**src/sv/smg_pkg.sv**
```systemverilog
package smg_pkg;

    // Buffer depth of each sequence and the widths that follow from it
    localparam int DEPTH  = 32;
    localparam int ADDR_W = (DEPTH > 1) ? $clog2(DEPTH) : 1;
    localparam int CNT_W  = $clog2(DEPTH + 1);
    localparam int DATA_W = 32;

    // Input beat kinds carried on s_tuser
    typedef enum logic [1:0] {
        CMD_LOAD_A = 2'd0,
        CMD_LOAD_B = 2'd1,
        CMD_MERGE  = 2'd2
    } cmd_t;

    // Merge sequencer states
    typedef enum logic [1:0] {
        ST_IDLE,
        ST_FETCH,
        ST_PICK,
        ST_SEND
    } state_t;

    // Decision from the compare unit
    typedef struct packed {
        logic pri_b;
        logic take_a;
    } pick_t;

endpackage

```
**src/sv/smg_pick.sv**
```systemverilog
module smg_pick
    import smg_pkg::*;
(
    input  logic signed [DATA_W-1:0] head_a,
    input  logic signed [DATA_W-1:0] head_b,
    input  logic                     a_left,
    input  logic                     b_left,
    input  logic                     first,
    input  logic                     pri_b_held,
    output pick_t                    pick
);

    logic [DATA_W:0] diff;
    logic            a_lt_b;
    logic            equal;
    logic            b_lt_a;
    logic            pri_b;

    // One signed subtract serves both orderings and equality
    assign diff   = {head_a[DATA_W-1], head_a} - {head_b[DATA_W-1], head_b};
    assign a_lt_b = diff[DATA_W];
    assign equal  = (diff == '0);
    assign b_lt_a = !a_lt_b && !equal;

    // Primary is A unless both hold elements and B's head is strictly smaller
    assign pri_b = first ? (a_left && b_left && b_lt_a) : pri_b_held;

    // Take from A when B is spent, else order the heads; ties go to the primary
    always_comb begin
        pick.pri_b = pri_b;
        if (!a_left) begin
            pick.take_a = 1'b0;
        end else if (!b_left) begin
            pick.take_a = 1'b1;
        end else if (pri_b) begin
            pick.take_a = a_lt_b;
        end else begin
            pick.take_a = !b_lt_a;
        end
    end

endmodule

```
**src/sv/sorted_two_list_merge.sv**
```systemverilog
// Two-way merge of sorted sequences. Load beats (s_tuser = load A or load B) append a
// signed 32-bit value to buffer A or B, one beat per cycle; each buffer holds 32 values,
// further loads are dropped and set a sticky flag that is reported on m_tuser[1] of the
// next merge run and then cleared. A merge beat makes the block emit both buffers merged
// in ascending order as one run closed by m_tlast, then empties both buffers. Sequence A
// leads unless B's first value is strictly smaller; on equal values the leading sequence
// gives its element first. Two empty buffers give no run. While a run is in progress
// s_tready is low. Each result passes a registered read of both buffers (FETCH), one pass
// through the shared compare unit (PICK) and the output beat (SEND), which waits for
// m_tready; the next result is read only after the previous output beat is taken.
module sorted_two_list_merge
    import smg_pkg::*;
(
    input  logic              aclk,
    input  logic              aresetn,
    input  logic              s_tvalid,
    output logic              s_tready,
    input  logic [31:0]       s_tdata,   // [31:0] value
    input  logic [1:0]        s_tuser,   // [1:0] cmd
    output logic              m_tvalid,
    input  logic              m_tready,
    output logic [31:0]       m_tdata,   // [31:0] merged_value
    output logic [1:0]        m_tuser,   // [0] from_b, [1] dropped
    output logic              m_tlast
);

    logic [DATA_W-1:0] mem_a [DEPTH];
    logic [DATA_W-1:0] mem_b [DEPTH];

    state_t            state_reg, state_next;
    logic [CNT_W-1:0]  count_a_reg, count_a_next;
    logic [CNT_W-1:0]  count_b_reg, count_b_next;
    logic [CNT_W-1:0]  ia_reg, ia_next;
    logic [CNT_W-1:0]  ib_reg, ib_next;
    logic              overflow_reg, overflow_next;
    logic              first_reg, first_next;
    logic              pri_b_reg, pri_b_next;
    logic [DATA_W-1:0] data_reg, data_next;
    logic              from_b_reg, from_b_next;
    logic              last_reg, last_next;
    logic              dropped_reg, dropped_next;
    logic [DATA_W-1:0] head_a_reg;
    logic [DATA_W-1:0] head_b_reg;

    logic              s_beat;
    logic              m_beat;
    logic              wr_a;
    logic              wr_b;
    logic              a_left;
    logic              b_left;
    pick_t             pick;

    assign s_beat = s_tvalid && s_tready;
    assign m_beat = m_tvalid && m_tready;
    assign a_left = (ia_reg < count_a_reg);
    assign b_left = (ib_reg < count_b_reg);

    assign s_tready = (state_reg == ST_IDLE);
    assign m_tvalid = (state_reg == ST_SEND);
    assign m_tdata  = data_reg;
    assign m_tuser  = {dropped_reg, from_b_reg};
    assign m_tlast  = last_reg;

    smg_pick u_pick (
        .head_a     (head_a_reg),
        .head_b     (head_b_reg),
        .a_left     (a_left),
        .b_left     (b_left),
        .first      (first_reg),
        .pri_b_held (pri_b_reg),
        .pick       (pick)
    );

    // Buffer writes on load beats, registered reads at the merge cursors
    always_ff @(posedge aclk) begin
        if (wr_a) begin
            mem_a[count_a_reg[ADDR_W-1:0]] <= s_tdata;
        end
        if (wr_b) begin
            mem_b[count_b_reg[ADDR_W-1:0]] <= s_tdata;
        end
        if (state_reg == ST_FETCH) begin
            head_a_reg <= mem_a[ia_reg[ADDR_W-1:0]];
            head_b_reg <= mem_b[ib_reg[ADDR_W-1:0]];
        end
    end

    // Control state
    always_ff @(posedge aclk) begin
        if (!aresetn) begin
            state_reg    <= ST_IDLE;
            count_a_reg  <= '0;
            count_b_reg  <= '0;
            overflow_reg <= 1'b0;
        end else begin
            state_reg    <= state_next;
            count_a_reg  <= count_a_next;
            count_b_reg  <= count_b_next;
            overflow_reg <= overflow_next;
        end
    end

    // Cursors and output payload
    always_ff @(posedge aclk) begin
        ia_reg      <= ia_next;
        ib_reg      <= ib_next;
        first_reg   <= first_next;
        pri_b_reg   <= pri_b_next;
        data_reg    <= data_next;
        from_b_reg  <= from_b_next;
        last_reg    <= last_next;
        dropped_reg <= dropped_next;
    end

    // Sequencer: next state and register updates
    always_comb begin
        state_next    = state_reg;
        count_a_next  = count_a_reg;
        count_b_next  = count_b_reg;
        overflow_next = overflow_reg;
        ia_next       = ia_reg;
        ib_next       = ib_reg;
        first_next    = first_reg;
        pri_b_next    = pri_b_reg;
        data_next     = data_reg;
        from_b_next   = from_b_reg;
        last_next     = last_reg;
        dropped_next  = dropped_reg;
        wr_a          = 1'b0;
        wr_b          = 1'b0;

        unique case (state_reg)
            ST_IDLE: begin
                if (s_beat) begin
                    case (cmd_t'(s_tuser))
                        CMD_LOAD_A: begin
                            if (count_a_reg < CNT_W'(DEPTH)) begin
                                wr_a         = 1'b1;
                                count_a_next = count_a_reg + CNT_W'(1);
                            end else begin
                                overflow_next = 1'b1;
                            end
                        end
                        CMD_LOAD_B: begin
                            if (count_b_reg < CNT_W'(DEPTH)) begin
                                wr_b         = 1'b1;
                                count_b_next = count_b_reg + CNT_W'(1);
                            end else begin
                                overflow_next = 1'b1;
                            end
                        end
                        CMD_MERGE: begin
                            if (count_a_reg == '0 && count_b_reg == '0) begin
                                overflow_next = 1'b0;
                            end else begin
                                ia_next      = '0;
                                ib_next      = '0;
                                first_next   = 1'b1;
                                dropped_next = overflow_reg;
                                state_next   = ST_FETCH;
                            end
                        end
                        default: begin
                            // unused code: drop the beat
                        end
                    endcase
                end
            end
            ST_FETCH: begin
                state_next = ST_PICK;
            end
            ST_PICK: begin
                // advance the cursor of the chosen side and load the output beat
                ia_next     = ia_reg + CNT_W'(pick.take_a);
                ib_next     = ib_reg + CNT_W'(!pick.take_a);
                pri_b_next  = pick.pri_b;
                first_next  = 1'b0;
                data_next   = pick.take_a ? head_a_reg : head_b_reg;
                from_b_next = !pick.take_a;
                last_next   = (ia_next == count_a_reg) && (ib_next == count_b_reg);
                state_next  = ST_SEND;
            end
            ST_SEND: begin
                if (m_beat) begin
                    if (last_reg) begin
                        count_a_next  = '0;
                        count_b_next  = '0;
                        overflow_next = 1'b0;
                        state_next    = ST_IDLE;
                    end else begin
                        state_next = ST_FETCH;
                    end
                end
            end
            default: begin
                state_next = ST_IDLE;
            end
        endcase
    end

    // Loading and emitting never overlap
    a_no_overlap: assert property (@(posedge aclk) disable iff (!aresetn)
        !(s_tready && m_tvalid))
        else $error("input and output sides active together");

    // Fill counts never pass the buffer depth
    a_count_bound: assert property (@(posedge aclk) disable iff (!aresetn)
        (count_a_reg <= CNT_W'(DEPTH)) && (count_b_reg <= CNT_W'(DEPTH)))
        else $error("buffer count beyond depth");

    // Cursors stay within the loaded elements while a run is in progress
    a_cursor_bound: assert property (@(posedge aclk) disable iff (!aresetn)
        (state_reg != ST_IDLE) |-> (ia_reg <= count_a_reg) && (ib_reg <= count_b_reg))
        else $error("merge cursor past buffer fill");

    // The closing beat of a run empties both buffers and the drop flag
    a_run_close: assert property (@(posedge aclk) disable iff (!aresetn)
        (m_beat && m_tlast) |=> (count_a_reg == '0) && (count_b_reg == '0) && !overflow_reg
                                && s_tready)
        else $error("buffers not emptied after a run");

    // The last beat of a run has consumed every loaded element
    a_last_full: assert property (@(posedge aclk) disable iff (!aresetn)
        (m_tvalid && m_tlast) |-> (ia_reg == count_a_reg) && (ib_reg == count_b_reg))
        else $error("run closed with elements left");

endmodule
```
**config.mk**
```make
export PLATFORM = sky130hd
export DESIGN_NAME = sorted_two_list_merge
export DESIGN_NICKNAME = d
export VERILOG_FILES = /design/src/sv/smg_pkg.sv /design/src/sv/smg_pick.sv /design/src/sv/sorted_two_list_merge.sv
export SDC_FILE = /design/constraint.sdc
export NUM_CORES = 2
export LEC_CHECK = 0
export BUFFER_PORTS_ARGS = -buffer_cell sky130_fd_sc_hd__buf_2
export CORE_MARGIN = 5
export CORE_UTILIZATION = 50
export DETAILED_ROUTE_END_ITERATION = 10
export HOLD_SLACK_MARGIN = 0.08
export PLACE_DENSITY = 0.76
export SKIP_LAST_GASP = 1
export SLEW_MARGIN = 10
export SYNTH_ARGS = -nofsm -noshare
export SYNTH_HDL_FRONTEND = slang
export SYNTH_SLANG_ARGS = --single-unit
```
**constraint.sdc**
```tcl
create_clock -name aclk -period 10.7 [get_ports aclk]
set_clock_uncertainty 0.15 [all_clocks]
set_input_delay 1.07 -clock aclk [delete_from_list [all_inputs] [get_ports aclk]]
set_output_delay 1.07 -clock aclk [all_outputs]
set_load 0.01 [all_outputs]
```
# Word-level counts from Yosys, hierarchy flattened
# Memory sizes are Yosys's and may differ from the RTL's. A register that Yosys moved wholly into a read port is not among the register bits.
# Cells that the tools add are included.
totals:
  regBits: 64
  latchBits: 0
  mem_bits_rw: 2048
  romBits: 0
  inputBits: 38
  out_inout_bits: 37
  wordCells: 118
  n_memories: 2
op_classes:
  add_sub_neg: 5
  n_mul: 0
  div_mod_pow: 0
  magnitude_cmp: 4
  n_eq_ne: 20
  shifts: 0
  muxes: 50
  n_bitwise: 1
  reduce_logical: 24
mem_list:
  columns: ["name", "words", "word_bits", "read_ports", "rd_ports_with_merged_regs", "wr", "line_no", "source"]
  rows:
  - ["mem_a", 32, 32, 1, 1, 1, "sorted_two_list_merge.sv:27", "logic [DATA_W-1:0] mem_a [DEPTH];"]
  - ["mem_b", 32, 32, 1, 1, 1, "sorted_two_list_merge.sv:28", "logic [DATA_W-1:0] mem_b [DEPTH];"]
ops:
  columns: ["op", "count"]
  rows:
  - ["6-bit 2-to-1 mux", 11]
  - ["6-bit one-hot mux with 2 select lines", 4]
  - ["33-bit zero test", 1]
  - ["32-bit by 32-bit subtractor with 33-bit output", 1]
  - ["32-bit 2-to-1 mux", 1]
  - ["1-bit 2-to-1 mux", 26]
  - ["2-bit by 1-bit != test with 1-bit output (second input constant)", 8]
  - ["6-bit by 1-bit adder with 6-bit output", 2]
  - ["6-bit by 1-bit adder with 6-bit output (second input constant)", 2]
  - ["6-bit == test", 2]
  - ["6-bit zero test", 2]
  - ["6-bit < comparator", 2]
  - ["6-bit < comparator (second input constant)", 2]
  - ["4-bit AND reduction", 3]
  - ["6-bit AND reduction", 2]
  - ["3-bit != test (second input constant)", 3]
  - ["2-bit 2-to-1 mux", 4]
  - ["2-bit one-hot mux with 4 select lines", 1]
  - ["8-bit AND reduction", 1]
  - ["1-bit logical AND", 7]
  - ["2-bit == test (second input constant)", 3]
  - ["2-bit by 1-bit == test with 1-bit output (second input constant)", 2]
  - ["1-bit zero test", 4]
  - ["2-bit zero test", 2]
  - ["other kinds (6)", 8]

# Longest topological paths before layout
logic_depth:
  word_depth: 13
  mapped_depth: 22
  mapped_depth_nobuf: 19

# Cells and area by module
# Synthesis repeated with hierarchy kept, for this count alone.
unflattened:
  cells_unflattened: 3712
  hier_area_um2: 85440.7
by_module_without_submodules:
  columns: ["module", "n_inst", "cells_each", "area_per_inst_um2", "seq_area_each_um2"]
  rows:
  - ["sorted_two_list_merge", 1, 3360, 83131.0, 65192.5]
  - ["smg_pick", 1, 352, 2309.7, 0.0]

# Least setup slack after synthesis
# Ideal clock, no wire load.
synth_timing:
  path_kind: "register to register"
  startpoint: "register head_a_reg[10] (read register of mem_a)"
  endpoint: "register last_reg (netlist: m_tlast) (data pin)"
  setup_ps: 176
  t_arrival_ps: 4506
  t_required_ps: 10374
  path_slack_ps: 5868
  stages_incl_launch_ff: 20
  n_path_buf: 2
  period_less_slack_ps: 4832
  cell_sequence: "edfxtp_1 -> ha_1 -> a21o_1 -> a22o_1 -> a2111oi_4 -> o221ai_1 -> a2111oi_2 -> nand4b_1 -> or4b_4 -> or3_1 -> buf_6 -> buf_8 -> a21oi_1 -> ha_1 -> ha_1 -> nand3_1 -> xor2_1 -> xnor2_1 -> nand3_1 -> nor4_1"
synth_via:
  elab_chain_len: 13
  word_cells_on_any_way: 17
  classes_between: "add/sub: 3; eq/ne: 2; mux: 4; reduce/logical: 8"
synth_rtl:
  columns: ["item", "line_no", "source"]
  rows:
  - ["start, declared", "sorted_two_list_merge.sv:42", "logic [DATA_W-1:0] head_a_reg;"]
  - ["32-bit by 32-bit subtractor with 33-bit output (*)", "smg_pick.sv:20", "assign diff = {head_a[DATA_W-1], head_a} - {head_b[DATA_W-1], head_b};"]
  - ["33-bit zero test", "smg_pick.sv:22", "assign equal = (diff == '0);"]
  - ["1-bit zero test", "smg_pick.sv:23", "assign b_lt_a = !a_lt_b && !equal;"]
  - ["1-bit logical AND", "smg_pick.sv:23", null]
  - ["1-bit logical AND", "smg_pick.sv:26", "assign pri_b = first ? (a_left && b_left && b_lt_a) : pri_b_held;"]
  - ["1-bit 2-to-1 mux", "smg_pick.sv:26", null]
  - ["1-bit 2-to-1 mux (*)", "smg_pick.sv:35", "end else if (pri_b) begin"]
  - ["1-bit 2-to-1 mux (*)", "smg_pick.sv:33", "end else if (!b_left) begin"]
  - ["1-bit 2-to-1 mux (*)", "smg_pick.sv:31", "if (!a_left) begin"]
  - ["1-bit zero test", "sorted_two_list_merge.sv:175", "ib_next = ib_reg + CNT_W'(!pick.take_a);"]
  - ["6-bit by 1-bit adder with 6-bit output", "sorted_two_list_merge.sv:175", null]
  - ["6-bit == test", "sorted_two_list_merge.sv:180", "last_next = (ia_next == count_a_reg) && (ib_next == count_b_reg);"]
  - ["1-bit logical AND (*)", "sorted_two_list_merge.sv:180", null]
  - ["end signal, assigned", "sorted_two_list_merge.sv:111", "last_reg <= last_next;"]
  - ["end, declared", "sorted_two_list_merge.sv:40", "logic last_reg, last_next;"]
# Mark *: on every way between the ends. The rest lies on a longest branch, timed or not.
# A chain may end at the register's enable or synchronous reset.

# Worst setup path in the final report
# Same ends and word-level chain as after synthesis.

==> results.toml <==
[clock_tree]
cts_buffer_depth = 3
tritoncts = "built"
cts_hold_buf = 0
cts_resized = 0
cts.sinks = 2176
postCtsSetupBuffers = 0
cts-root-buf = "clkbuf_16"
insertion_delay_ns = 0.84
cts_buffers = 197
cts.clk_slew.worst_paths_ns = 0.07
htreeDepth = 4

[place]
place_worst_setup_slack_ns = 5.21
gp_congestion = 0.884
port_buffers = 74
dpl.hpwl_um = 111000

[synth]
synth_most_common_cell = "edfxtp_1"
yosysTopAreaCell = "edfxtp_1"
synth_async_sr_flop_share = 0
synth.cell_area_um2 = 85800
synthFlopType = "edfxtp_1"
ys_top_cells_by_count = "edfxtp_1, mux4_2, clkbuf_1"
synth_nets = 3909
yosysWarnings = 0
yosys-top-cells-area = "edfxtp_1, mux4_2, ha_1"
synth-seq-cells = 2176
avgSynthCellArea_um2 = 22.5
synth_edf_count = 2161
yosysUniqueCellTypes = 66
yosysTopAreaCellShare = 0.756
synth-seq-area-share = 0.760
syn_inst = 3812

[pwr]
swShare = 0.232
p_int_mw = 14.0
power_mw = 18.3
seqPwrFrac = 0.525
pwr-share-comb = 0.093
vdd_ir_drop_max_mv = 0.176
pwr_density_cell_nw_per_um2 = 191
power_switching_mw = 4.24
leakagePower_nw = 29.8
p_clk_frac = 0.382

[layout]
seq_area_um2 = 65200
layout.nets = 4087
multi_input_area_um2 = 20100
fill_cells = 12100
drive_above_1_share = 0.298
area_delta_synth_final_pct = 11.7

[floorplanning]
start_util = 0.501
dieArea_um2 = 180000
die_h_um = 424
io_pins = 75
rows = 152
coreArea_um2 = 171000
die_w_um = 424

[sta]
finalSetupViolCount = 0
fin_setup_tns_ns = 0
fmax_ghz = 0.181
fin_ws_ns = 5.19
hold_viol = 0
period_minus_slack_ns = 5.51
worst_slew_pin_slew_ns = 1.24
relSlewSlack = 0.171
finalCritPeriodShare = 0.515
rsz0062_at_grt = "false"
final-max-slew-violation-count = 0

[critical_path]
cp-end-kind = "flip-flop"
crit_type = "flip-flop to flip-flop"
cp-start-kind = "flip-flop"
arrival_ns = 6.01
crit_path_max_fanout = 33
required_ns = 11.19

[drt]
drc = 0
drtPass1Iterations = 5
ant_nets = 0
wl_per_cell_um = 34.3
drt_iter0_drc = 6289
wirelength_um = 219000
vias = 42300
via_per_inst = 6.61

[global_route]
antenna_found_initial = 11
grt_pass1_wl_um = 316000
track_usage = 0.245
first_global_vias = 42500
grt_max_degree = 143
grt-ovfl-total = 0

[flow_run]
maxCapViolCount = 0

[status]
outcome = "finished, final reports clean"

[min_path]
hp-class = "flip-flop to flip-flop"
[per-stage QoR]
| step | hold slack [ns] | util | cells | cell area, um2 |
|---|---|---|---|---|
| 2_1_floorplan | 0.252 | - | 3812 | 85800 |
| 3_3_place_gp | 0.262 | 0.523 | 6024 | 89500 |
| 3_5_place_dp | 0.264 | 0.523 | 6024 | 89500 |
| 4_1_cts | 0.291 | 0.560 | 6390 | 95900 |
| 5_1_grt | 0.305 | 0.560 | 6392 | 95900 |
| 6_report | 0.292 | 0.560 | 6395 | 95900 |
[logic make-up (layout without fill, tap and decap cells)]
group / after synthesis / after routing / share of synthesized area
simple gates: 317 / 317 / 0.0173
compound gates: 255 / 255 / 0.0215
xor+xnor: 36 / 36 / 0.00367
buf+inv: 257 / 602 / 0.0118
other cells: 0 / 5 / 0
flops: 2176 / 2176 / 0.760
mux: 712 / 712 / 0.177
fa+ha+maj: 59 / 59 / 0.00869
[final timing paths]
check | startpoint | endpoint | slack [ns] | cells after the start
setup / recovery | head_a_reg[10] | m_tlast | 5.19 | 17
hold / removal | overflow_reg | dropped_reg | 0.29 | 0
setup reg to reg | head_a_reg[10] | m_tlast | 5.19 | 17
hold reg to reg | overflow_reg | dropped_reg | 0.29 | 0
[power groups by stage]
stage / logic [mW] / registers, mW / clock network (mW)
floorplan: 1.10 / 9.75 / 0
global placement: 1.64 / 9.76 / 0
detailed placement: 1.66 / 9.77 / 0
CTS: 1.68 / 9.59 / 7.06
global route: 1.82 / 9.59 / 7.45
finish: 1.70 / 9.59 / 6.99
[layout make-up]
type,count,area share
diodes,5,0.000131
clock buffers,235,0.0529
clock inverters,131,0.0131
inverters,60,0.00235
multi-input cells,1379,0.210
flip-flops and latches,2176,0.680
well taps,2233,0.0291
repair buffers,176,0.0124
[cell usage in the layout (no fill, tap or decap), types with 32 or more instances in the layout]
cell and instances:
o211ai_1 39, buf_4 98, ha_1 56, a21oi_1 46
nand2_1 88, clkbuf_16 197, inv_1 55, clkinv_2 46
mux2_2 64, o311ai_0 33, o21ai_0 34, nor2_4 64
clkinv_1 49, nor2_1 41, mux4_2 640, a2bb2oi_1 32
edfxtp_1 2161, buf_2 74, clkbuf_1 38
[per-layer routing]
metal  vias to the layer above  GRT usage  part of all wire
li1                      16600          -                 -
met1                     22400      0.339              0.36
met5                         -          0           0.00026
met2                      2854      0.398              0.49
met3                       441     0.0422              0.11
met4                         8     0.0910             0.041
[worst max-delay path, cell delays in order, from the launching register on]
cell       delay [ns]
edfxtp_1         0.39
ha_1             0.41
a21o_1           0.29
a22o_1           0.28
a2111oi_4        0.32
o221ai_1         0.20
a2111oi_2        0.33
nand4b_1         0.15
or4b_4           0.78
or3_1            0.58
a21oi_1          0.22
ha_1             0.19
ha_1             0.19
nand3_1          0.10
xor2_1           0.26
xnor2_1          0.15
nand3_1          0.09
nor4_1           0.24
No activity file was read; power rests on OpenSTA's default activity.
